File: src/hw/rtl/alpbm_pkg.sv
// ----------------------------------------------------------------------------
// alpbm_pkg: shared types, constants and helpers for the LED bar level meter
// Field widths, command and status bundles between controller and datapath,
// and the color accumulator arithmetic.
// ----------------------------------------------------------------------------
`default_nettype none

package alpbm_pkg;

   // Field and state widths
   localparam int SAMPLE_W    = 16;
   localparam int CFG_W       = 16;
   localparam int PEAK_W      = 16;
   localparam int LEVEL_W     = 19;   // Q3.16 smoothed level
   localparam int RECORD_W    = 20;   // Q4.16 level record
   localparam int ACC_W       = 26;   // Q9.16 signed color accumulator
   localparam int HEIGHT_W    = 7;
   localparam int COLOR_W     = 8;
   localparam int FRAC_W      = 16;
   localparam int STEP_W      = 16;
   localparam int DECAY_SHIFT = 24;   // decay_rate is Q0.24

   // Number of LEDs on the strip
   localparam int STRIP_LEDS  = 64;

   // Derived widths
   localparam int SUM_W       = LEVEL_W + 1;
   localparam int DPROD_W     = CFG_W + LEVEL_W;
   localparam int DECAY_W     = DPROD_W - DECAY_SHIFT;
   localparam int DIV_Q_W     = FRAC_W + 1;        // ratio quotient never exceeds 1.0 in Q1.16
   localparam int DIV_NUM_W   = LEVEL_W + FRAC_W;
   localparam int DIV_CNT_W   = $clog2(DIV_Q_W + 1);
   localparam int SPROD_W     = CFG_W + DIV_Q_W;

   localparam int COLOR_MAX   = 255;
   localparam logic [ACC_W-1:0] ACC_RED_RESET = ACC_W'(COLOR_MAX * (2 ** FRAC_W));

   // Configuration register indexes
   localparam int CSR_IDX_W = 2;
   localparam logic [CSR_IDX_W-1:0] CSR_SILENCE_LEVEL = 2'd0;
   localparam logic [CSR_IDX_W-1:0] CSR_IDLE_SPEED    = 2'd1;
   localparam logic [CSR_IDX_W-1:0] CSR_SPEED_GAIN    = 2'd2;
   localparam logic [CSR_IDX_W-1:0] CSR_DECAY_RATE    = 2'd3;

   // Configuration reset values
   localparam logic [CFG_W-1:0] SILENCE_LEVEL_RESET = 16'd655;
   localparam logic [CFG_W-1:0] IDLE_SPEED_RESET    = 16'd328;
   localparam logic [CFG_W-1:0] SPEED_GAIN_RESET    = 16'd32768;
   localparam logic [CFG_W-1:0] DECAY_RATE_RESET    = 16'd1678;

   // Datapath operations issued by the controller states
   typedef enum logic [3:0] {
      OP_NONE,
      OP_EVAL,
      OP_DECAY_MUL,
      OP_DECAY_SUB,
      OP_LEVEL,
      OP_ZERO_RATIO,
      OP_DIV_LOAD,
      OP_DIV_STEP,
      OP_SAVE_RATIO,
      OP_SAVE_HEIGHT,
      OP_STEP_MUL,
      OP_ROT_R,
      OP_ROT_G,
      OP_ROT_B,
      OP_OUT_LOAD
   } dp_op_type;

   // Controller states
   typedef enum logic [3:0] {
      ST_IDLE,
      ST_EVAL,
      ST_DECAY_MUL,
      ST_DECAY_SUB,
      ST_LEVEL,
      ST_DIV_CHECK,
      ST_DIV_RATIO,
      ST_SAVE_RATIO,
      ST_DIV_HEIGHT,
      ST_SAVE_HEIGHT,
      ST_STEP_MUL,
      ST_ROT_R,
      ST_ROT_G,
      ST_ROT_B,
      ST_OUT
   } ctrl_state_type;

   typedef struct packed {
      logic      take;   // input item accepted this cycle
      dp_op_type op;
   } dp_cmd_type;

   typedef struct packed {
      logic silent;      // peak and both history levels are zero
      logic quiet;       // smoothed level below the silence threshold
      logic rec_zero;    // level record is zero
      logic out_busy;    // output register full and stalled
   } dp_status_type;

   // Add or subtract a color step, saturating to the accumulator range
   function automatic logic [ACC_W-1:0] acc_step(input logic [ACC_W-1:0] a,
                                                 input logic [STEP_W-1:0] s,
                                                 input logic sub);
      logic [ACC_W:0] ext_a;
      logic [ACC_W:0] ext_s;
      logic [ACC_W:0] wide;
      ext_a = {a[ACC_W-1], a};
      ext_s = (ACC_W + 1)'(s);
      wide  = sub ? (ext_a - ext_s) : (ext_a + ext_s);
      if (wide[ACC_W] != wide[ACC_W-1]) begin
         return wide[ACC_W] ? {1'b1, {(ACC_W-1){1'b0}}} : {1'b0, {(ACC_W-1){1'b1}}};
      end
      return wide[ACC_W-1:0];
   endfunction

   // Strictly positive accumulator
   function automatic logic acc_pos(input logic [ACC_W-1:0] a);
      return !a[ACC_W-1] && (a != '0);
   endfunction

   // Round half up to an integer intensity and clamp to 0..255
   function automatic logic [COLOR_W-1:0] to_byte(input logic [ACC_W-1:0] v);
      logic [ACC_W-1:0]        rnd;
      logic [ACC_W-FRAC_W-1:0] whole;
      rnd   = v + ACC_W'(2 ** (FRAC_W - 1));
      whole = rnd[ACC_W-1:FRAC_W];
      if (v[ACC_W-1]) begin
         return '0;
      end
      if (whole > (ACC_W - FRAC_W)'(COLOR_MAX)) begin
         return COLOR_W'(COLOR_MAX);
      end
      return whole[COLOR_W-1:0];
   endfunction

endpackage

`default_nettype wire

File: src/hw/rtl/alpbm_ctrl.sv
// ----------------------------------------------------------------------------
// alpbm_ctrl: frame-end sequencer
// Walks one frame-end item through smoothing, decay, the shared divider,
// the color rotation and output load, one operation a cycle unless stalled.
// ----------------------------------------------------------------------------
`default_nettype none

module alpbm_ctrl
   import alpbm_pkg::*;
(
   input  logic          clock,
   input  logic          reset,
   input  logic          req_valid,
   input  logic          req_frame_end,
   output logic          req_stall,
   output dp_cmd_type    cmd,
   input  dp_status_type status
);

   ctrl_state_type         state_ff, state_in;
   logic [DIV_CNT_W-1:0]   cnt_ff, cnt_in;
   logic                   div_last;
   logic                   take;

   assign take     = req_valid && !req_stall;
   assign div_last = (cnt_ff == DIV_CNT_W'(DIV_Q_W - 1));

   // Advance state and divider step count
   always_ff @(posedge clock) begin
      if (reset) begin
         state_ff <= ST_IDLE;
         cnt_ff   <= '0;
      end else begin
         state_ff <= state_in;
         cnt_ff   <= cnt_in;
      end
   end

   // Count divider steps, restart outside the division states
   always_comb begin
      if (state_ff == ST_DIV_RATIO || state_ff == ST_DIV_HEIGHT) begin
         cnt_in = cnt_ff + 1'b1;
      end else begin
         cnt_in = '0;
      end
   end

   // Next state
   always_comb begin
      state_in = state_ff;
      unique case (state_ff)
         ST_IDLE:        if (take && req_frame_end) state_in = ST_EVAL;
         ST_EVAL:        state_in = status.silent ? ST_IDLE : ST_DECAY_MUL;
         ST_DECAY_MUL:   state_in = ST_DECAY_SUB;
         ST_DECAY_SUB:   state_in = ST_LEVEL;
         ST_LEVEL:       state_in = status.quiet ? ST_ROT_R : ST_DIV_CHECK;
         ST_DIV_CHECK:   state_in = status.rec_zero ? ST_STEP_MUL : ST_DIV_RATIO;
         ST_DIV_RATIO:   if (div_last) state_in = ST_SAVE_RATIO;
         ST_SAVE_RATIO:  state_in = ST_DIV_HEIGHT;
         ST_DIV_HEIGHT:  if (div_last) state_in = ST_SAVE_HEIGHT;
         ST_SAVE_HEIGHT: state_in = ST_STEP_MUL;
         ST_STEP_MUL:    state_in = ST_ROT_R;
         ST_ROT_R:       state_in = ST_ROT_G;
         ST_ROT_G:       state_in = ST_ROT_B;
         ST_ROT_B:       state_in = ST_OUT;
         ST_OUT:         if (!status.out_busy) state_in = ST_IDLE;
         default:        state_in = ST_IDLE;
      endcase
   end

   // Outputs: stall and datapath operation
   always_comb begin
      req_stall = (state_ff != ST_IDLE);
      cmd.take  = req_valid && (state_ff == ST_IDLE);
      cmd.op    = OP_NONE;
      unique case (state_ff)
         ST_IDLE:        cmd.op = OP_NONE;
         ST_EVAL:        cmd.op = OP_EVAL;
         ST_DECAY_MUL:   cmd.op = OP_DECAY_MUL;
         ST_DECAY_SUB:   cmd.op = OP_DECAY_SUB;
         ST_LEVEL:       cmd.op = OP_LEVEL;
         ST_DIV_CHECK:   cmd.op = status.rec_zero ? OP_ZERO_RATIO : OP_DIV_LOAD;
         ST_DIV_RATIO:   cmd.op = OP_DIV_STEP;
         ST_SAVE_RATIO:  cmd.op = OP_SAVE_RATIO;
         ST_DIV_HEIGHT:  cmd.op = OP_DIV_STEP;
         ST_SAVE_HEIGHT: cmd.op = OP_SAVE_HEIGHT;
         ST_STEP_MUL:    cmd.op = OP_STEP_MUL;
         ST_ROT_R:       cmd.op = OP_ROT_R;
         ST_ROT_G:       cmd.op = OP_ROT_G;
         ST_ROT_B:       cmd.op = OP_ROT_B;
         ST_OUT:         cmd.op = status.out_busy ? OP_NONE : OP_OUT_LOAD;
         default:        cmd.op = OP_NONE;
      endcase
   end

endmodule

`default_nettype wire

File: src/hw/rtl/alpbm_datapath.sv
// ----------------------------------------------------------------------------
// alpbm_datapath: level meter arithmetic
// Peak tracking, level history, record decay, a restoring divider shared by
// the ratio and the bar height, color accumulators and the output register.
// ----------------------------------------------------------------------------
`default_nettype none

module alpbm_datapath
   import alpbm_pkg::*;
(
   input  logic                 clock,
   input  logic                 reset,
   input  dp_cmd_type           cmd,
   output dp_status_type        status,
   input  logic [SAMPLE_W-1:0]  req_sample,
   input  logic                 req_frame_end,
   input  logic                 csr_valid,
   input  logic [CSR_IDX_W-1:0] csr_index,
   input  logic [CFG_W-1:0]     csr_data,
   output logic                 rsp_valid,
   input  logic                 rsp_stall,
   output logic [HEIGHT_W-1:0]  rsp_bar_height,
   output logic [COLOR_W-1:0]   rsp_red_level,
   output logic [COLOR_W-1:0]   rsp_green_level,
   output logic [COLOR_W-1:0]   rsp_blue_level
);

   // Configuration
   logic [CFG_W-1:0]    silence_level_ff, idle_speed_ff, speed_gain_ff, decay_rate_ff;

   // Architectural state
   logic [PEAK_W-1:0]   peak_ff;
   logic [LEVEL_W-1:0]  level_prev_ff, level_older_ff;
   logic [RECORD_W-1:0] record_ff;
   logic [ACC_W-1:0]    red_ff, green_ff, blue_ff;
   logic                rsp_valid_ff;

   // Working registers
   logic [PEAK_W-1:0]   fpeak_ff;
   logic [LEVEL_W-1:0]  smoothed_ff;
   logic [DECAY_W-1:0]  decay_ff;
   logic [DIV_Q_W-1:0]  ratio_ff;
   logic [STEP_W-1:0]   step_ff;
   logic [HEIGHT_W-1:0] height_ff;
   logic [RECORD_W-1:0] rem_ff;
   logic [DIV_Q_W-1:0]  num_ff;
   logic [DIV_Q_W-1:0]  quo_ff;
   logic [HEIGHT_W-1:0] rsp_height_ff;
   logic [COLOR_W-1:0]  rsp_red_ff, rsp_green_ff, rsp_blue_ff;

   // Combinational helpers
   logic [PEAK_W-1:0]    mag;
   logic [PEAK_W-1:0]    peak_max;
   logic [SUM_W-1:0]     level_sum;
   logic [LEVEL_W-1:0]   smoothed_sat;
   logic [DPROD_W-1:0]   decay_prod;
   logic [SPROD_W-1:0]   step_prod;
   logic [DIV_NUM_W-1:0] ratio_num, height_num;
   logic [RECORD_W:0]    div_trial, div_diff;
   logic                 div_ge;
   logic                 red_go, green_go, blue_go;

   // Magnitude of the sample and running peak
   assign mag      = req_sample[SAMPLE_W-1] ? (~req_sample + 1'b1) : req_sample;
   assign peak_max = (mag > peak_ff) ? mag : peak_ff;

   // Smoothed level from peak and two earlier levels
   assign level_sum = SUM_W'(level_older_ff >> 2) + SUM_W'(level_prev_ff >> 1)
                    + SUM_W'({fpeak_ff, 1'b0});
   assign smoothed_sat = level_sum[LEVEL_W] ? '1 : level_sum[LEVEL_W-1:0];

   // One multiplier each for decay and color step
   assign decay_prod = DPROD_W'(decay_rate_ff) * DPROD_W'(smoothed_ff);
   assign step_prod  = SPROD_W'(speed_gain_ff) * SPROD_W'(ratio_ff);

   // Divider numerators and one restoring step
   assign ratio_num  = {smoothed_ff, {FRAC_W{1'b0}}};
   assign height_num = DIV_NUM_W'(smoothed_ff) * DIV_NUM_W'(STRIP_LEDS);
   assign div_trial  = {rem_ff, num_ff[DIV_Q_W-1]};
   assign div_diff   = div_trial - {1'b0, record_ff};
   assign div_ge     = (div_trial >= {1'b0, record_ff});

   // Color rotation conditions
   assign red_go   = acc_pos(red_ff) && !acc_pos(blue_ff);
   assign green_go = acc_pos(green_ff) && !acc_pos(red_ff);
   assign blue_go  = acc_pos(blue_ff) && !acc_pos(green_ff);

   // Status toward the controller
   assign status.silent   = (fpeak_ff == '0) && (level_prev_ff == '0) && (level_older_ff == '0);
   assign status.quiet    = (smoothed_ff < LEVEL_W'(silence_level_ff));
   assign status.rec_zero = (record_ff == '0);
   assign status.out_busy = rsp_valid_ff && rsp_stall;

   // State with reset values
   always_ff @(posedge clock) begin
      if (reset) begin
         silence_level_ff <= SILENCE_LEVEL_RESET;
         idle_speed_ff    <= IDLE_SPEED_RESET;
         speed_gain_ff    <= SPEED_GAIN_RESET;
         decay_rate_ff    <= DECAY_RATE_RESET;
         peak_ff          <= '0;
         level_prev_ff    <= '0;
         level_older_ff   <= '0;
         record_ff        <= '0;
         red_ff           <= ACC_RED_RESET;
         green_ff         <= '0;
         blue_ff          <= '0;
         rsp_valid_ff     <= 1'b0;
      end else begin
         // Write configuration
         if (csr_valid) begin
            unique case (csr_index)
               CSR_SILENCE_LEVEL: silence_level_ff <= csr_data;
               CSR_IDLE_SPEED:    idle_speed_ff    <= csr_data;
               CSR_SPEED_GAIN:    speed_gain_ff    <= csr_data;
               CSR_DECAY_RATE:    decay_rate_ff    <= csr_data;
            endcase
         end

         // Track the frame peak, restart after a frame end
         if (cmd.take) begin
            peak_ff <= req_frame_end ? '0 : peak_max;
         end

         unique case (cmd.op)
            OP_EVAL: begin
               if (status.silent) begin
                  record_ff <= '0;
               end else begin
                  level_older_ff <= level_prev_ff;
                  level_prev_ff  <= smoothed_sat;
               end
            end
            OP_DECAY_SUB: begin
               record_ff <= (record_ff > RECORD_W'(decay_ff))
                          ? (record_ff - RECORD_W'(decay_ff)) : '0;
            end
            OP_LEVEL: begin
               if (!status.quiet && (RECORD_W'(smoothed_ff) > record_ff)) begin
                  record_ff <= RECORD_W'(smoothed_ff);
               end
            end
            OP_ROT_R: begin
               if (red_go) begin
                  red_ff   <= acc_step(red_ff, step_ff, 1'b1);
                  green_ff <= acc_step(green_ff, step_ff, 1'b0);
               end
            end
            OP_ROT_G: begin
               if (green_go) begin
                  green_ff <= acc_step(green_ff, step_ff, 1'b1);
                  blue_ff  <= acc_step(blue_ff, step_ff, 1'b0);
               end
            end
            OP_ROT_B: begin
               if (blue_go) begin
                  blue_ff <= acc_step(blue_ff, step_ff, 1'b1);
                  red_ff  <= acc_step(red_ff, step_ff, 1'b0);
               end
            end
            default: begin
            end
         endcase

         // Output register: fill on load, drop when taken
         if (cmd.op == OP_OUT_LOAD) begin
            rsp_valid_ff <= 1'b1;
         end else if (!rsp_stall) begin
            rsp_valid_ff <= 1'b0;
         end
      end
   end

   // Working registers and output payload
   always_ff @(posedge clock) begin
      if (cmd.take && req_frame_end) begin
         fpeak_ff <= peak_max;
      end

      unique case (cmd.op)
         OP_EVAL: begin
            smoothed_ff <= smoothed_sat;
         end
         OP_DECAY_MUL: begin
            decay_ff <= decay_prod[DPROD_W-1:DECAY_SHIFT];
         end
         OP_LEVEL: begin
            if (status.quiet) begin
               step_ff   <= idle_speed_ff;
               height_ff <= '0;
            end
         end
         OP_ZERO_RATIO: begin
            ratio_ff  <= '0;
            height_ff <= '0;
         end
         OP_DIV_LOAD: begin
            rem_ff <= RECORD_W'(ratio_num[DIV_NUM_W-1:DIV_Q_W]);
            num_ff <= ratio_num[DIV_Q_W-1:0];
         end
         OP_DIV_STEP: begin
            rem_ff <= div_ge ? div_diff[RECORD_W-1:0] : div_trial[RECORD_W-1:0];
            num_ff <= {num_ff[DIV_Q_W-2:0], 1'b0};
            quo_ff <= {quo_ff[DIV_Q_W-2:0], div_ge};
         end
         OP_SAVE_RATIO: begin
            ratio_ff <= quo_ff;
            rem_ff   <= RECORD_W'(height_num[DIV_NUM_W-1:DIV_Q_W]);
            num_ff   <= height_num[DIV_Q_W-1:0];
         end
         OP_SAVE_HEIGHT: begin
            height_ff <= quo_ff[HEIGHT_W-1:0];
         end
         OP_STEP_MUL: begin
            step_ff <= step_prod[FRAC_W+STEP_W-1:FRAC_W];
         end
         OP_OUT_LOAD: begin
            rsp_height_ff <= height_ff;
            rsp_red_ff    <= to_byte(red_ff);
            rsp_green_ff  <= to_byte(green_ff);
            rsp_blue_ff   <= to_byte(blue_ff);
         end
         default: begin
         end
      endcase
   end

   assign rsp_valid       = rsp_valid_ff;
   assign rsp_bar_height  = rsp_height_ff;
   assign rsp_red_level   = rsp_red_ff;
   assign rsp_green_level = rsp_green_ff;
   assign rsp_blue_level  = rsp_blue_ff;

endmodule

`default_nettype wire

File: src/hw/rtl/audio_peak_led_bar_meter.sv
// ----------------------------------------------------------------------------
// audio_peak_led_bar_meter: peak-driven LED bar height and rotating color
// Usage:
//   req_*  : one Q1.15 audio sample per item; req_frame_end marks the last
//            sample of a frame. An item is taken when req_valid is high and
//            req_stall is low.
//   rsp_*  : at most one result per frame end: bar height and an RGB color.
//            Silent frames give no result.
//   csr_*  : register writes (silence level, idle speed, speed gain, decay
//            rate), always ready; write only while the block is idle.
// Timing:
//   A sample without frame end leaves req_stall low. A frame end keeps
//   req_stall high while the sequencer runs: a silent frame stops after
//   evaluation, a quiet frame skips the divider, and a loud frame runs the
//   two 17-step passes of the shared restoring divider (ratio, bar height).
//   Results sit in an output register; samples keep flowing while it waits.
//   If rsp_stall holds a result when the next one is ready, the sequencer
//   waits in its last step until the register frees.
// Reset: synchronous; clears peak, history and record, sets the color to
//   red and loads the default register values.
// ----------------------------------------------------------------------------
`default_nettype none

module audio_peak_led_bar_meter
   import alpbm_pkg::*;
(
   input  logic                 clock,
   input  logic                 reset,
   input  logic                 req_valid,
   output logic                 req_stall,
   input  logic [SAMPLE_W-1:0]  req_sample,
   input  logic                 req_frame_end,
   output logic                 rsp_valid,
   input  logic                 rsp_stall,
   output logic [HEIGHT_W-1:0]  rsp_bar_height,
   output logic [COLOR_W-1:0]   rsp_red_level,
   output logic [COLOR_W-1:0]   rsp_green_level,
   output logic [COLOR_W-1:0]   rsp_blue_level,
   input  logic                 csr_valid,
   output logic                 csr_ready,
   input  logic [CSR_IDX_W-1:0] csr_index,
   input  logic [CFG_W-1:0]     csr_data
);

   dp_cmd_type    cmd;
   dp_status_type status;

   // Register writes never wait
   assign csr_ready = 1'b1;

   alpbm_ctrl u_ctrl (
      .clock         (clock),
      .reset         (reset),
      .req_valid     (req_valid),
      .req_frame_end (req_frame_end),
      .req_stall     (req_stall),
      .cmd           (cmd),
      .status        (status)
   );

   alpbm_datapath u_datapath (
      .clock           (clock),
      .reset           (reset),
      .cmd             (cmd),
      .status          (status),
      .req_sample      (req_sample),
      .req_frame_end   (req_frame_end),
      .csr_valid       (csr_valid && csr_ready),
      .csr_index       (csr_index),
      .csr_data        (csr_data),
      .rsp_valid       (rsp_valid),
      .rsp_stall       (rsp_stall),
      .rsp_bar_height  (rsp_bar_height),
      .rsp_red_level   (rsp_red_level),
      .rsp_green_level (rsp_green_level),
      .rsp_blue_level  (rsp_blue_level)
   );

endmodule

`default_nettype wire

File: config.mk
export PLATFORM = sky130hd
export DESIGN_NAME = audio_peak_led_bar_meter
export DESIGN_NICKNAME = d
export VERILOG_FILES = /design/src/hw/rtl/alpbm_pkg.sv /design/src/hw/rtl/alpbm_ctrl.sv /design/src/hw/rtl/alpbm_datapath.sv /design/src/hw/rtl/audio_peak_led_bar_meter.sv
export SDC_FILE = /design/constraint.sdc
export NUM_CORES = 2
export LEC_CHECK = 0
export BUFFER_PORTS_ARGS = -buffer_cell sky130_fd_sc_hd__buf_2
export CAP_MARGIN = 10
export CORE_ASPECT_RATIO = 1.5
export CORE_MARGIN = 2
export CORE_UTILIZATION = 50
export DETAILED_ROUTE_END_ITERATION = 8
export GPL_TIMING_DRIVEN = 0
export PLACE_DENSITY = 0.76
export RECOVER_POWER = 25
export SYNTH_ARGS = -nofsm -noshare
export SYNTH_HDL_FRONTEND = slang
export SYNTH_HIERARCHICAL = 1
export SYNTH_SLANG_ARGS = --single-unit
File: constraint.sdc
create_clock -name clock -period 8.2 [get_ports clock]
set_input_delay 1.64 -clock clock [delete_from_list [all_inputs] [get_ports clock]]
set_output_delay 1.64 -clock clock [all_outputs]
set_load 0.005 [all_outputs]
==> impl_results.md <==
- Synth top area share: 0.2105
- Cts bufs inserted: 45
- Maximum vdd drop: roughly 2.4 mV
- CTS tree: done
- Hold_sp: u_datapath/height_ff[5]
- Via count: 38270
- EDFF count, synth: 165
- Die X-Extent: 247.1 µm
- Largest net degree at the start of global routing: 32
- Setup WS pre-CTS: -0.07265 ns
- Via density per instance: ~6.0
- DR DRC count: 0
- Fill cells: a little under 8000
- Seq/Total Area, Yosys: 0.2139
- Congestion Overflow GR: 0
- H-Tree Depth: 2
- Pwr per Cell Area: ~400 mW/mm²
- Setup crit start kind: flop
- FF/Latch Area: roughly 0.0095 mm²
- Kind of critical path: reg -> reg
- Post_cts resized: 7
- First-pass GRT wire length: approximately 210 mm
- Postcts setup bufs: 0
- CTS root buf: clkbuf_16
- Psw: 9.690 mW
- Final hold slack: 0.4303 ns
- Clock Path Buffers: 3
- Top cells by area, synth: fa_1 21%, ha_1 11%, edfxtp_1 11%, dfxtp_1 10%, inv_1 6.0%
- P&R area growth vs syn: 7.709%
- Synth Flop Type: dfxtp_1
- Worst setup margin: about 0.31 ns
- Crit Path Max Fanout: 10
- Worst reg2reg setup slack: approximately 0.31 ns
- CP Data Required Time: roughly 8.6 ns
- Sw frac: 0.5080
- Crit path DAT: between 8 and 9 ns
- Worst reg2reg path depth: 22
- Layout Nets: between 6000 and 7000
- Fraction of power consumed by sequential logic: 0.146
- Fmax: 126.8 MHz
- Post-synthesis register bit count: between 300 and 400
- Async set-reset flop share out of synthesis: 0
- Hold Violations, Final: 0
- Synth Warn #: 6
- Final HPWL DP: approximately 110 mm
- Cell count after synthesis: between 5000 and 6000
- Final std cells w/o fill: roughly 6400
- Hold Path Cell Cnt: 0
- Synthesized area: 0.04433 mm²
- Crit path capture type: flop
- Final WL: between 100 and 150 mm
- R2R Path End: u_datapath/decay_ff[10]
- Net count after synthesis: 6020
- CTS hold repair buffers: 0
- Final antenna-violating net count: 0
- Max-slew violation count: 28
- Clk pin slew, worst setup/hold paths: around 0.060 ns
- Row cnt: 133
- RePlAce Congestion: around 0.98
- Final cycle utilization of the critical path: 0.9619
- Total of max-cap violations: 1
- Vias in the first global route: ~40000
- Drt first-iter violations: 3262
- Clock sink count: around 390
- Multi-input logic area: 0.03103 mm²
- Worst-Margin Slew: 1.755 ns
- GRT Total Usage: 0.2986
- Cell accounting for the most synthesized area: fa_1
- I/O pin count: 74
- Final setup viols: 0
- Initial DRT Pass Iterations: 8
- Post-synth cell types: 111
- Hold path endpoint: u_datapath/rsp_bar_height[5]
- DIE HEIGHT: 368.7 µm
- Core area: about 0.088 mm²
- Leak: about 21 nW
- Final min period: a little under 8 ns
- Worst Skew: about 0.048 ns
- Clock latency on the worst-skew pair: just over 0.6 ns
- Share of layout cells above drive strength 1: 0.05013
- Post-Syn Area per Cell: approximately 8.7 µm²
- Clk pwr share: 0.112
- Failing checks: max-capacitance violations, max-slew violations
- Core Util, Final: 0.5444
- Initial core utilization: 0.5054
- Placed Cells: approximately 6300
- Top post-synthesis cells by count: 707 x inv_1, 642 x nand2_1, 466 x fa_1
- PortBufs: 71
- Hold Crit Class: reg -> reg
- Die Area: ~0.091 mm²
- Pint: around 9.4 mW
- Initial antenna violation count: 12
- Reg2Reg Launch Point: u_datapath/smoothed_ff[7]
- Cell with the most instances after synthesis: inv_1
- Outcome: complete, but fails checks
- Avg WL per Cell: 20.95 µm
- Unrepaired setup endpoints after global routing: false
- Slew HR: -0.1698
- Gate power share: 0.742
power by group through the flow:
stage	sequential [mW]	clock [mW]	combinational [mW]
final	2.78	2.14	14.2
after global routing	2.78	2.25	16.1
after CTS	2.76	2.16	14.3
after detailed placement	2.80	0	14.2
after global placement	2.80	0	13.6
after floorplan	2.66	0	10.1
layout by cell type (no fill, tap or decap), types with 36 or more instances in the layout:
master	instances
o21ai_0	187
nor2_1	263
mux2i_1	49
buf_2	86
fa_1	466
clkbuf_1	221
a21oi_1	295
clkbuf_16	47
xnor2_1	138
nor4_1	57
ha_1	403
nor3_1	98
nand2b_1	48
inv_1	707
nand3_1	87
xor2_1	48
nand2_1	642
dfxtp_1	226
o21a_1	36
a21o_1	50
edfxtp_1	165
and2_1	276
per-stage QoR:
step	area, µm²	setup TNS (ns)	power [mW]
after floorplan	44330	0	12.79
after global placement	46120	-0.02120	16.42
after detailed placement	46210	-0.1689	16.96
after CTS	47800	0	19.20
after global routing	47740	0	21.15
final	47740	0	19.07
kinds of logic (layout without fill, tap and decap cells):
| logic type | count (synthesis) | in the layout | share of synthesized area |
|---|---|---|---|
| simple gates | 1665 | 1665 | 0.1829 |
| buf+inv | 986 | 1141 | 0.08612 |
| compound gates | 963 | 963 | 0.1446 |
| fa+ha+maj | 869 | 869 | 0.3242 |
| flops | 391 | 391 | 0.2139 |
| xor+xnor | 187 | 187 | 0.03712 |
| mux | 49 | 49 | 0.01107 |
| other cells | 1 | 4 | 0.00008460 |
worst max-delay path, stage by stage (launching register included):
cell and delay (ns):
edfxtp_1 0.50, clkbuf_2 0.40, clkbuf_1 0.58, nand2_1 0.17, fa_1 0.57, inv_1 0.05, fa_1 0.56, fa_1 0.46
fa_1 0.50, fa_1 0.51, inv_1 0.05, fa_1 0.47, inv_1 0.04, ha_1 0.31, a2111oi_0 0.35, o21ai_0 0.17
a31oi_1 0.20, o221ai_1 0.30, a21oi_1 0.41, o21ai_1 0.24, a21o_1 0.22, o41ai_1 0.42, xnor2_1 0.11
layout make-up:
| cell class | count | share of cell area |
|---|---|---|
| clock buffer | 55 | 0.02589 |
| buffer | 271 | 0.02432 |
| inverter | 709 | 0.05574 |
| antenna | 3 | 0.0001572 |
| timing repair buffer | 77 | 0.008124 |
| sequential | 391 | 0.1985 |
| clock inverter | 29 | 0.007128 |
| tap | 1147 | 0.03006 |
| multi-input combinational | 3734 | 0.6500 |
sequential cells by signal, summed over array words and instances, names as in the netlist, 11 cells and up:
register / cells
u_datapath/blue_ff: 26
u_datapath/decay_ff: 11
u_datapath/decay_rate_ff: 16
u_datapath/fpeak_ff: 16
u_datapath/green_ff: 26
u_datapath/idle_speed_ff: 16
u_datapath/level_older_ff: 19
u_datapath/level_prev_ff: 19
u_datapath/num_ff: 11
u_datapath/peak_ff: 16
u_datapath/quo_ff: 17
u_datapath/ratio_ff: 17
u_datapath/record_ff: 20
u_datapath/red_ff: 26
u_datapath/rem_ff: 20
u_datapath/silence_level_ff: 16
u_datapath/smoothed_ff: 19
u_datapath/speed_gain_ff: 16
u_datapath/step_ff: 16
worst max path at each step:
stage | endpoint | cells after the start | slack (ns) | start
2_1_floorplan | u_datapath/step_ff[15] | 23 | 1.72 | u_datapath/speed_gain_ff[9]
3_3_place_gp | u_datapath/decay_ff[10] | 24 | -0.02 | u_datapath/smoothed_ff[13]
3_5_place_dp | u_datapath/decay_ff[9] | 24 | -0.07 | u_datapath/smoothed_ff[14]
4_1_cts | u_datapath/decay_ff[9] | 22 | 0.02 | u_datapath/smoothed_ff[8]
5_1_grt | u_datapath/decay_ff[10] | 22 | 0.02 | u_datapath/smoothed_ff[7]
6_report | u_datapath/decay_ff[10] | 22 | 0.31 | u_datapath/smoothed_ff[7]
per-layer routing:
metal  track usage  part of all wire  vias up
li1              -                 -    17260
met1        0.3214              0.35    18590
met2        0.5190              0.49     1756
met3       0.05083             0.072      649
met4        0.2272             0.089       14
met5             0           0.00065        -
No activity file was read; power rests on OpenSTA's default activity.
